===== config.mk =====
export PLATFORM = sky130hd
export DESIGN_NAME = murmur2_byte_stream_hash_flat
export DESIGN_NICKNAME = d
export VERILOG_FILES = /design/src/rtl/mbsh_pkg.sv /design/src/rtl/mbsh_if.sv /design/src/rtl/mbsh_front.sv /design/src/rtl/mbsh_fifo.sv /design/src/rtl/mbsh_back.sv /design/src/rtl/murmur2_byte_stream_hash.sv /design/src/flat_wrapper.sv
export SDC_FILE = /design/constraint.sdc
export NUM_CORES = 1
export LEC_CHECK = 0
export BUFFER_PORTS_ARGS = -buffer_cell sky130_fd_sc_hd__buf_2
export CAP_MARGIN = 20
export CELL_PAD_IN_SITES_DETAIL_PLACEMENT = 1
export CELL_PAD_IN_SITES_GLOBAL_PLACEMENT = 2
export CORE_UTILIZATION = 30
export CTS_CLUSTER_SIZE = 14
export DETAILED_ROUTE_END_ITERATION = 8
export PLACE_DENSITY = 0.68
export SLEW_MARGIN = 20
export SYNTH_ARGS = -nofsm -noshare
export SYNTH_HDL_FRONTEND = slang
export SYNTH_SLANG_ARGS = --single-unit

===== constraint.sdc =====
create_clock -name i_clk -period 7.3 [get_ports i_clk]
set_input_delay 1.095 -clock i_clk [delete_from_list [all_inputs] [get_ports i_clk]]
set_output_delay 1.095 -clock i_clk [all_outputs]
set_load 0.01 [all_outputs]

===== src/rtl/mbsh_pkg.sv =====
`default_nettype none

package mbsh_pkg;

    localparam int unsigned ByteW = 8;
    localparam int unsigned WordW = 32;

    // Mixing constants of the 32-bit hash.
    localparam logic [WordW-1:0] MixMul    = 32'h5bd1e995;
    localparam int unsigned      MixShift  = 24;
    localparam int unsigned      FinShiftA = 13;
    localparam int unsigned      FinShiftB = 15;

    // Register file of the APB port: one 32-bit register at byte address 0.
    localparam int unsigned ApbAddrW       = 3;
    localparam logic        RegIdxHashSeed = 1'b0;

    // One queued command for the back end. A completed word and a non-empty
    // tail never come together, so they share the data field.
    typedef struct packed {
        logic             start;
        logic [WordW-1:0] init;
        logic             word;
        logic             fin;
        logic             tail;
        logic [WordW-1:0] data;
    } t_cmd;

    typedef enum logic [2:0] {
        S_IDLE,
        S_K1,
        S_K2,
        S_H1,
        S_H2,
        S_T,
        S_F1,
        S_F2
    } t_back_state;

    typedef struct packed {
        logic pop;
        logic prod_en;
        logic k_en;
        logic hash_fold;
        logic out_load;
    } t_back_ctrl;

endpackage

`default_nettype wire


===== src/rtl/mbsh_if.sv =====
`default_nettype none

interface mbsh_item_if import mbsh_pkg::*; ();
    logic             valid;
    logic             ready;
    logic [ByteW-1:0] data_byte;
    logic             has_byte;
    logic [WordW-1:0] msg_len;
    logic             first_item;
    logic             last_item;

    modport source (
        output valid, data_byte, has_byte, msg_len, first_item, last_item,
        input  ready
    );
    modport sink (
        input  valid, data_byte, has_byte, msg_len, first_item, last_item,
        output ready
    );
endinterface

interface mbsh_result_if import mbsh_pkg::*; ();
    logic             valid;
    logic             ready;
    logic [WordW-1:0] hash_value;

    modport source (output valid, hash_value, input ready);
    modport sink (input valid, hash_value, output ready);
endinterface

`default_nettype wire


===== src/rtl/mbsh_front.sv =====
`default_nettype none

module mbsh_front import mbsh_pkg::*; (
    input  wire logic             i_clk,
    input  wire logic             i_rst_n,
    input  wire logic [WordW-1:0] i_seed,
    mbsh_item_if.sink             i_item,
    input  wire logic             i_q_full,
    output logic                  o_q_push,
    output t_cmd                  o_q_cmd
);

    logic [WordW-1:0] r_pw, n_pw;
    logic [1:0]       r_bp, n_bp;

    logic             w_accept;
    logic [WordW-1:0] w_pw_base;
    logic [1:0]       w_bp_base;
    logic [WordW-1:0] w_pw_fill;
    logic             w_word_done;
    t_cmd             w_cmd;

    assign i_item.ready = !i_q_full;
    assign w_accept     = i_item.valid && !i_q_full;

    always_comb begin
        w_pw_base   = i_item.first_item ? '0 : r_pw;
        w_bp_base   = i_item.first_item ? 2'd0 : r_bp;
        w_pw_fill   = w_pw_base
                    | ({{(WordW-ByteW){1'b0}}, i_item.data_byte} << {w_bp_base, 3'b000});
        w_word_done = i_item.has_byte && (w_bp_base == 2'd3);

        n_pw = w_pw_base;
        n_bp = w_bp_base;
        if (i_item.has_byte) begin
            if (w_word_done) begin
                n_pw = '0;
                n_bp = 2'd0;
            end else begin
                n_pw = w_pw_fill;
                n_bp = w_bp_base + 2'd1;
            end
        end

        w_cmd.start = i_item.first_item;
        w_cmd.init  = i_seed ^ i_item.msg_len;
        w_cmd.word  = w_word_done;
        w_cmd.fin   = i_item.last_item;
        w_cmd.tail  = i_item.last_item && (n_bp != 2'd0);
        w_cmd.data  = w_word_done ? w_pw_fill : n_pw;

        // The partial word is dropped once the message has been closed.
        if (i_item.last_item) begin
            n_pw = '0;
            n_bp = 2'd0;
        end
    end

    assign o_q_push = w_accept && (w_cmd.start || w_cmd.word || w_cmd.fin);
    assign o_q_cmd  = w_cmd;

    always_ff @(posedge i_clk) begin
        if (!i_rst_n) begin
            r_pw <= '0;
            r_bp <= 2'd0;
        end else if (w_accept) begin
            r_pw <= n_pw;
            r_bp <= n_bp;
        end
    end

endmodule

`default_nettype wire


===== src/rtl/mbsh_fifo.sv =====
`default_nettype none

module mbsh_fifo import mbsh_pkg::*; #(
    parameter int unsigned DEPTH = 4
) (
    input  wire logic i_clk,
    input  wire logic i_rst_n,
    input  wire logic i_push,
    input  t_cmd      i_cmd,
    output logic      o_full,
    input  wire logic i_pop,
    output logic      o_valid,
    output t_cmd      o_cmd
);

    localparam int unsigned PtrW = (DEPTH > 1) ? $clog2(DEPTH) : 1;
    localparam int unsigned CntW = $clog2(DEPTH + 1);

    t_cmd            r_mem [DEPTH];
    logic [PtrW-1:0] r_wr_ptr, r_rd_ptr;
    logic [CntW-1:0] r_count;

    logic w_push, w_pop;

    assign o_full  = (r_count == CntW'(DEPTH));
    assign o_valid = (r_count != '0);
    assign o_cmd   = r_mem[r_rd_ptr];
    assign w_push  = i_push && !o_full;
    assign w_pop   = i_pop && o_valid;

    always_ff @(posedge i_clk) begin
        if (w_push) begin
            r_mem[r_wr_ptr] <= i_cmd;
        end
    end

    always_ff @(posedge i_clk) begin
        if (!i_rst_n) begin
            r_wr_ptr <= '0;
            r_rd_ptr <= '0;
            r_count  <= '0;
        end else begin
            if (w_push) begin
                r_wr_ptr <= (r_wr_ptr == PtrW'(DEPTH - 1)) ? '0 : r_wr_ptr + 1'b1;
            end
            if (w_pop) begin
                r_rd_ptr <= (r_rd_ptr == PtrW'(DEPTH - 1)) ? '0 : r_rd_ptr + 1'b1;
            end
            if (w_push && !w_pop) begin
                r_count <= r_count + 1'b1;
            end else if (w_pop && !w_push) begin
                r_count <= r_count - 1'b1;
            end
        end
    end

endmodule

`default_nettype wire


===== src/rtl/mbsh_back.sv =====
`default_nettype none

module mbsh_back import mbsh_pkg::*; (
    input  wire logic i_clk,
    input  wire logic i_rst_n,
    input  wire logic i_q_valid,
    input  t_cmd      i_q_cmd,
    output logic      o_q_pop,
    mbsh_result_if.source o_result
);

    t_back_state r_state, n_state;
    t_cmd        r_cmd;

    logic [WordW-1:0] r_hash;
    logic [WordW-1:0] r_k;
    logic [WordW-1:0] r_prod;
    logic             r_out_valid;
    logic [WordW-1:0] r_out_hash;

    t_back_ctrl       w_ctrl;
    logic [WordW-1:0] w_mul_a;
    logic [WordW-1:0] w_prod;
    logic [WordW-1:0] w_fin_x;
    logic [WordW-1:0] w_result;
    logic             w_out_free;

    assign w_out_free = !r_out_valid || o_result.ready;
    assign w_fin_x    = r_cmd.tail ? r_prod : r_hash;
    assign w_result   = r_prod ^ (r_prod >> FinShiftB);
    assign w_prod     = w_mul_a * MixMul;

    // Next state.
    always_comb begin
        n_state = r_state;
        case (r_state)
            S_IDLE: begin
                if (i_q_valid) begin
                    if (i_q_cmd.word) begin
                        n_state = S_K1;
                    end else if (i_q_cmd.fin) begin
                        n_state = i_q_cmd.tail ? S_T : S_F1;
                    end
                end
            end
            S_K1: n_state = S_K2;
            S_K2: n_state = S_H1;
            S_H1: n_state = S_H2;
            S_H2: begin
                if (r_cmd.fin) begin
                    n_state = r_cmd.tail ? S_T : S_F1;
                end else begin
                    n_state = S_IDLE;
                end
            end
            S_T:  n_state = S_F1;
            S_F1: n_state = S_F2;
            S_F2: begin
                if (w_out_free) begin
                    n_state = S_IDLE;
                end
            end
            default: n_state = S_IDLE;
        endcase
    end

    // Controls and the operand of the shared multiplier.
    always_comb begin
        w_ctrl  = '0;
        w_mul_a = r_cmd.data;
        case (r_state)
            S_IDLE: w_ctrl.pop = i_q_valid;
            S_K1: begin
                w_mul_a        = r_cmd.data;
                w_ctrl.prod_en = 1'b1;
            end
            S_K2: begin
                w_mul_a        = r_prod ^ (r_prod >> MixShift);
                w_ctrl.prod_en = 1'b1;
            end
            S_H1: begin
                w_mul_a        = r_hash;
                w_ctrl.prod_en = 1'b1;
                w_ctrl.k_en    = 1'b1;
            end
            S_H2: w_ctrl.hash_fold = 1'b1;
            S_T: begin
                w_mul_a        = r_hash ^ r_cmd.data;
                w_ctrl.prod_en = 1'b1;
            end
            S_F1: begin
                w_mul_a        = w_fin_x ^ (w_fin_x >> FinShiftA);
                w_ctrl.prod_en = 1'b1;
            end
            S_F2: w_ctrl.out_load = w_out_free;
            default: w_ctrl = '0;
        endcase
    end

    assign o_q_pop = w_ctrl.pop;

    always_ff @(posedge i_clk) begin
        if (!i_rst_n) begin
            r_state     <= S_IDLE;
            r_hash      <= '0;
            r_out_valid <= 1'b0;
        end else begin
            r_state <= n_state;
            if (w_ctrl.pop && i_q_cmd.start) begin
                r_hash <= i_q_cmd.init;
            end else if (w_ctrl.hash_fold) begin
                r_hash <= r_prod ^ r_k;
            end
            if (w_ctrl.out_load) begin
                r_out_valid <= 1'b1;
            end else if (o_result.ready) begin
                r_out_valid <= 1'b0;
            end
        end
    end

    always_ff @(posedge i_clk) begin
        if (w_ctrl.pop) begin
            r_cmd <= i_q_cmd;
        end
        if (w_ctrl.prod_en) begin
            r_prod <= w_prod;
        end
        if (w_ctrl.k_en) begin
            r_k <= r_prod;
        end
        if (w_ctrl.out_load) begin
            r_out_hash <= w_result;
        end
    end

    assign o_result.valid      = r_out_valid;
    assign o_result.hash_value = r_out_hash;

endmodule

`default_nettype wire


===== src/rtl/murmur2_byte_stream_hash.sv =====
// MurmurHash2 (32-bit) over a byte stream, one byte per input beat. A beat
// with first_item set starts a message: the running hash becomes hash_seed
// XOR msg_len, where hash_seed is the register at APB address 0. Bytes are
// gathered into little-endian words, and each word is mixed and folded in.
// The beat with last_item set mixes in any tail bytes, runs the finalisation
// and yields one result beat carrying hash_value; other beats yield nothing.
// A beat with has_byte clear carries no byte, which is how an empty message
// is sent. The front end takes one byte beat per cycle while the queue
// is not full and places commands in a queue of QUEUE_DEPTH entries; the
// back end runs them through a single 32x32 multiplier, one command at a
// time. A completed word passes through the states S_K1, S_K2, S_H1 and
// S_H2. The final result is formed in S_F1 and S_F2 after its command
// leaves the queue (after S_T first with a tail, after the word states
// first when the last byte completes a word), later if the previous result
// is still waiting, and the output register lets the next message be taken
// while a result still waits. hash_seed must only be written while idle.
`default_nettype none

module murmur2_byte_stream_hash import mbsh_pkg::*; #(
    parameter int unsigned QUEUE_DEPTH = 4
) (
    input  wire logic                i_clk,
    input  wire logic                i_rst_n,
    mbsh_item_if.sink                i_item,
    mbsh_result_if.source            o_result,
    input  wire logic                psel,
    input  wire logic                penable,
    input  wire logic                pwrite,
    input  wire logic [ApbAddrW-1:0] paddr,
    input  wire logic [WordW-1:0]    pwdata,
    output logic      [WordW-1:0]    prdata,
    output logic                     pready
);

    // The seed is the only register; every write to it completes at once.
    logic [WordW-1:0] r_seed;
    logic             w_seed_wr;

    assign pready    = 1'b1;
    assign w_seed_wr = psel && penable && pwrite && (paddr[ApbAddrW-1:2] == RegIdxHashSeed);
    assign prdata    = (paddr[ApbAddrW-1:2] == RegIdxHashSeed) ? r_seed : '0;

    always_ff @(posedge i_clk) begin
        if (!i_rst_n) begin
            r_seed <= '0;
        end else if (w_seed_wr) begin
            r_seed <= pwdata;
        end
    end

    // Command queue between the byte gatherer and the mixing sequencer.
    logic q_push, q_full, q_pop, q_valid;
    t_cmd q_wr_cmd, q_rd_cmd;

    mbsh_front u_front (
        .i_clk    (i_clk),
        .i_rst_n  (i_rst_n),
        .i_seed   (r_seed),
        .i_item   (i_item),
        .i_q_full (q_full),
        .o_q_push (q_push),
        .o_q_cmd  (q_wr_cmd)
    );

    mbsh_fifo #(
        .DEPTH (QUEUE_DEPTH)
    ) u_fifo (
        .i_clk   (i_clk),
        .i_rst_n (i_rst_n),
        .i_push  (q_push),
        .i_cmd   (q_wr_cmd),
        .o_full  (q_full),
        .i_pop   (q_pop),
        .o_valid (q_valid),
        .o_cmd   (q_rd_cmd)
    );

    mbsh_back u_back (
        .i_clk     (i_clk),
        .i_rst_n   (i_rst_n),
        .i_q_valid (q_valid),
        .i_q_cmd   (q_rd_cmd),
        .o_q_pop   (q_pop),
        .o_result  (o_result)
    );

endmodule

`default_nettype wire

===== src/flat_wrapper.sv =====
// flat-port wrapper written by rule: the top's interface ports become plain ports
module murmur2_byte_stream_hash_flat import mbsh_pkg::*;
#(
    parameter int unsigned QUEUE_DEPTH = 4
)
  (i_clk, i_rst_n, psel, penable, pwrite, paddr, pwdata, prdata, pready, i_item_valid, i_item_data_byte, i_item_has_byte, i_item_msg_len, i_item_first_item, i_item_last_item, i_item_ready, o_result_valid, o_result_hash_value, o_result_ready);
  mbsh_item_if i_item_i ();
  mbsh_result_if o_result_i ();
  input  wire logic i_clk;
  input  wire logic i_rst_n;
  input  wire logic psel;
  input  wire logic penable;
  input  wire logic pwrite;
  input  wire logic [ApbAddrW-1:0] paddr;
  input  wire logic [WordW-1:0] pwdata;
  output logic      [WordW-1:0] prdata;
  output logic pready;
  input wire logic [$bits(i_item_i.valid)-1:0] i_item_valid;
  input wire logic [$bits(i_item_i.data_byte)-1:0] i_item_data_byte;
  input wire logic [$bits(i_item_i.has_byte)-1:0] i_item_has_byte;
  input wire logic [$bits(i_item_i.msg_len)-1:0] i_item_msg_len;
  input wire logic [$bits(i_item_i.first_item)-1:0] i_item_first_item;
  input wire logic [$bits(i_item_i.last_item)-1:0] i_item_last_item;
  output wire logic [$bits(i_item_i.ready)-1:0] i_item_ready;
  output wire logic [$bits(o_result_i.valid)-1:0] o_result_valid;
  output wire logic [$bits(o_result_i.hash_value)-1:0] o_result_hash_value;
  input wire logic [$bits(o_result_i.ready)-1:0] o_result_ready;
  assign i_item_i.valid = i_item_valid;
  assign i_item_i.data_byte = i_item_data_byte;
  assign i_item_i.has_byte = i_item_has_byte;
  assign i_item_i.msg_len = i_item_msg_len;
  assign i_item_i.first_item = i_item_first_item;
  assign i_item_i.last_item = i_item_last_item;
  assign i_item_ready = i_item_i.ready;
  assign o_result_valid = o_result_i.valid;
  assign o_result_hash_value = o_result_i.hash_value;
  assign o_result_i.ready = o_result_ready;
  murmur2_byte_stream_hash #(.QUEUE_DEPTH(QUEUE_DEPTH)) u_core (.i_clk(i_clk), .i_rst_n(i_rst_n), .i_item(i_item_i), .o_result(o_result_i), .psel(psel), .penable(penable), .pwrite(pwrite), .paddr(paddr), .pwdata(pwdata), .prdata(prdata), .pready(pready));
endmodule

==> results_dict.tcl <==
set metrics [dict create \
    grt_pass1_vias 23160 \
    drt_iter0_drc 1016 \
    firstDrtPassIters 5 \
    fill_cells 11130 \
    layout-drive-gt1-share_pct 25.05 \
    cts_tree "yes" \
    use_met2_pct 32.13 \
    r2r_slack_ps -190 \
    grt_use_met1_pct 25.10 \
    final_max_slew_viol_count 0 \
    slowest_stage "fa_1" \
    crit_buf_inv 11 \
    cts_max_path_buffers 3 \
    dp.cells 4278 \
    ys.flop_type "edfxtp_1" \
    critPathMaxFanout 11 \
    drc 0 \
    drv_cap 0 \
    final_cell_mix "402 x edfxtp_1, 392 x inv_1, 293 x buf_4" \
    die_h_um 324.0 \
    async_flop_share_pct 0 \
    seq_area_frac_synth_pct 45.96 \
    dieWidth_um 324.0 \
    cts.sinks 513 \
    cts_buffers 56 \
    start_kind "flip-flop" \
    tightest_slew_ps 1068 \
    arrival_ps 7890 \
    n_antenna_cell 0 \
    pre_cts_slack_ps -665.5 \
    vias 21020 \
    grt_first_pass_wirelength_um 146300 \
    criticalPathCategory "reg -> reg" \
    core-area_mm2 0.1023 \
    crit_required_ps 7710 \
    ant_nets 0 \
    yosysUniqueCellTypes 75 \
    ios 152 \
    timing.final.ws_setup_ps -187.8 \
    setup_viol 7 \
    clock-root-buffer "clkbuf_16" \
    cpMostUsedCell "inv_1" \
    violations "negative setup slack" \
    portBuffers 148 \
    globalRoute.busiestLayer "met2" \
    hold_path_class "reg -> reg" \
    synth-edff-count 402 \
    tns_ps -1034 \
    crit_start "u_core.u_back.r_cmd[32]" \
    fin_crit_ps 7488 \
    overflow 0 \
    max_freq_ghz 0.1336 \
    nets 3480 \
    wl_per_cell_um 21.79 \
    syn_area_per_cell_um2 12.06 \
    end_kind "flip-flop" \
    timing.rr.start "u_core.u_back.r_cmd[32]" \
    rsz0062_at_grt "true" \
    gp_congestion 0.8918 \
    rows 117 \
    clock_skew_ps 49.92 \
    status "finished, violations left" \
    cts.clk_slew.worst_paths_ps 70 \
    yosys_warnings 0 \
    synth_nets 3070 \
    relSlewSlack_pct 28.79 \
    syn-instance-count 2580 \
    yosys_register_bits 513 \
    final_cell_count_no_fill 4406 \
    insertion_delay_ps 670 \
    worstHoldStart "u_core.r_seed[22]" \
    final_common_cell "edfxtp_1" \
    detailed_place_hpwl_um 73440 \
    critPathMaxStageDelay_ps 530 \
    start_util_pct 30.40 \
    h-tree-depth 2 \
    cpLargestDelayFamily "adder cells" \
    synth_area_mm2 0.03110 \
    grt_max_degree 94 \
    grt_util_all_layers_pct 18.69 \
    hold_viol 0 \
    period_share_pct 102.6 \
    post_drt_via_cell_ratio 4.770 \
    grt_use_met3_pct 2.135 \
    dieArea_mm2 0.1050 \
    fin_util_pct 37.47 \
    wl_um 96010 \
    antenna_found_initial 5 \
    area.growth.synth_to_final_pct 23.28 \
]
[repair_timing]
item | in CTS | in global routing
buffers inserted | 12 | 9
cloned | 2 | 0
hold buffers | 0 | 0
pin swaps | 36 | 38
resized for setup | 59 | 69
endpoints found under the setup margin | 11 | 13
[cells in the mapped netlist, types with 74 or more instances]
| library cell | number | area (um^2) |
|---|---|---|
| inv_1 | 408 | 1531 |
| a21oi_1 | 101 | 505.5 |
| ha_1 | 223 | 2790 |
| xor2_1 | 92 | 805.8 |
| nand2_1 | 171 | 641.9 |
| nor2b_1 | 105 | 656.9 |
| dfxtp_1 | 111 | 2222 |
| xnor2_1 | 94 | 823.3 |
| clkbuf_1 | 81 | 304.0 |
| o21ai_0 | 74 | 370.4 |
| edfxtp_1 | 402 | 12070 |
| fa_1 | 182 | 3643 |
| nor2_1 | 87 | 326.6 |
[cell type report]
cell class	count	area [um^2]	area share, %
flip-flops and latches	513	14310	37.31
repair buffers	471	3451	9.000
inverters	412	1562	4.072
clock buffers	69	1530	3.991
well taps	1368	1712	4.464
clock inverters	37	480.5	1.253
multi-input cells	1536	15300	39.91
[flip-flops by register name (all words and copies together), names as in the netlist, 2 cells and up, named ones only]
register                           count
u_core.u_fifo.r_count                  3
u_core.u_front.r_bp                    2
u_core.u_back.r_state                  3
u_core.r_seed                         32
u_core.u_back.o_result.hash_value     32
u_core.u_back.r_k                     32
u_core.u_front.r_pw                   32
u_core.u_back.r_prod                  32
u_core.u_fifo.r_rd_ptr                 2
u_core.u_back.r_hash                  32
u_core.u_back.r_cmd                   34
u_core.u_fifo.r_mem                  272
u_core.u_fifo.r_wr_ptr                 2
[worst min-delay path, delay by kind of cell (launching register included)]
| family | cells | cell delay (ps) |
|---|---|---|
| flip-flops | 1 | 320 |
| AO/OA/AOI/OAI | 1 | 60 |
| AND/OR/NAND/NOR | 1 | 50 |
[cells by family (layout without fill, tap and decap cells)]
kind of cell               after synthesis  count (layout)  share of synthesized area, %
buffers and inverters                  531             989                         6.521
DFF                                    513             513                         45.96
and+or+nand+nor                        441             441                         6.803
AOI/OAI and AO/OA                      416             416                         9.047
adders and majority gates              405             405                         20.69
xor gates and xnor gates               188             188                         5.342
muxes                                   85              85                         5.632
other                                    1               1                       0.01206
[path summary, 6_finish.rpt]
kind                                                 end  cells after the start
worst min register to register         u_core.r_seed[22]                      2
worst min-delay path                   u_core.r_seed[22]                      2
worst max register to register  u_core.u_back.r_prod[28]                     31
worst max-delay path            u_core.u_back.r_prod[28]                     31
[through the flow]
stage                     cell area, um^2  hold slack, ps
after floorplan                     31170           420.6
after global placement              35560           476.8
after detailed placement            35580           486.2
after CTS                           37970           496.3
after global routing                38340           518.5
final                               38340           493.0
[routing by layer]
layer / up-vias / share of wire, %
met2: 356 / 49
met5: - / 0.024
met4: 4 / 2.1
met1: 10840 / 45
li1: 9699 / -
met3: 119 / 3.7
Power is left out: the tool's default activity adds up to more than one toggle a clock period on the data nets, which glitch-free logic cannot reach.
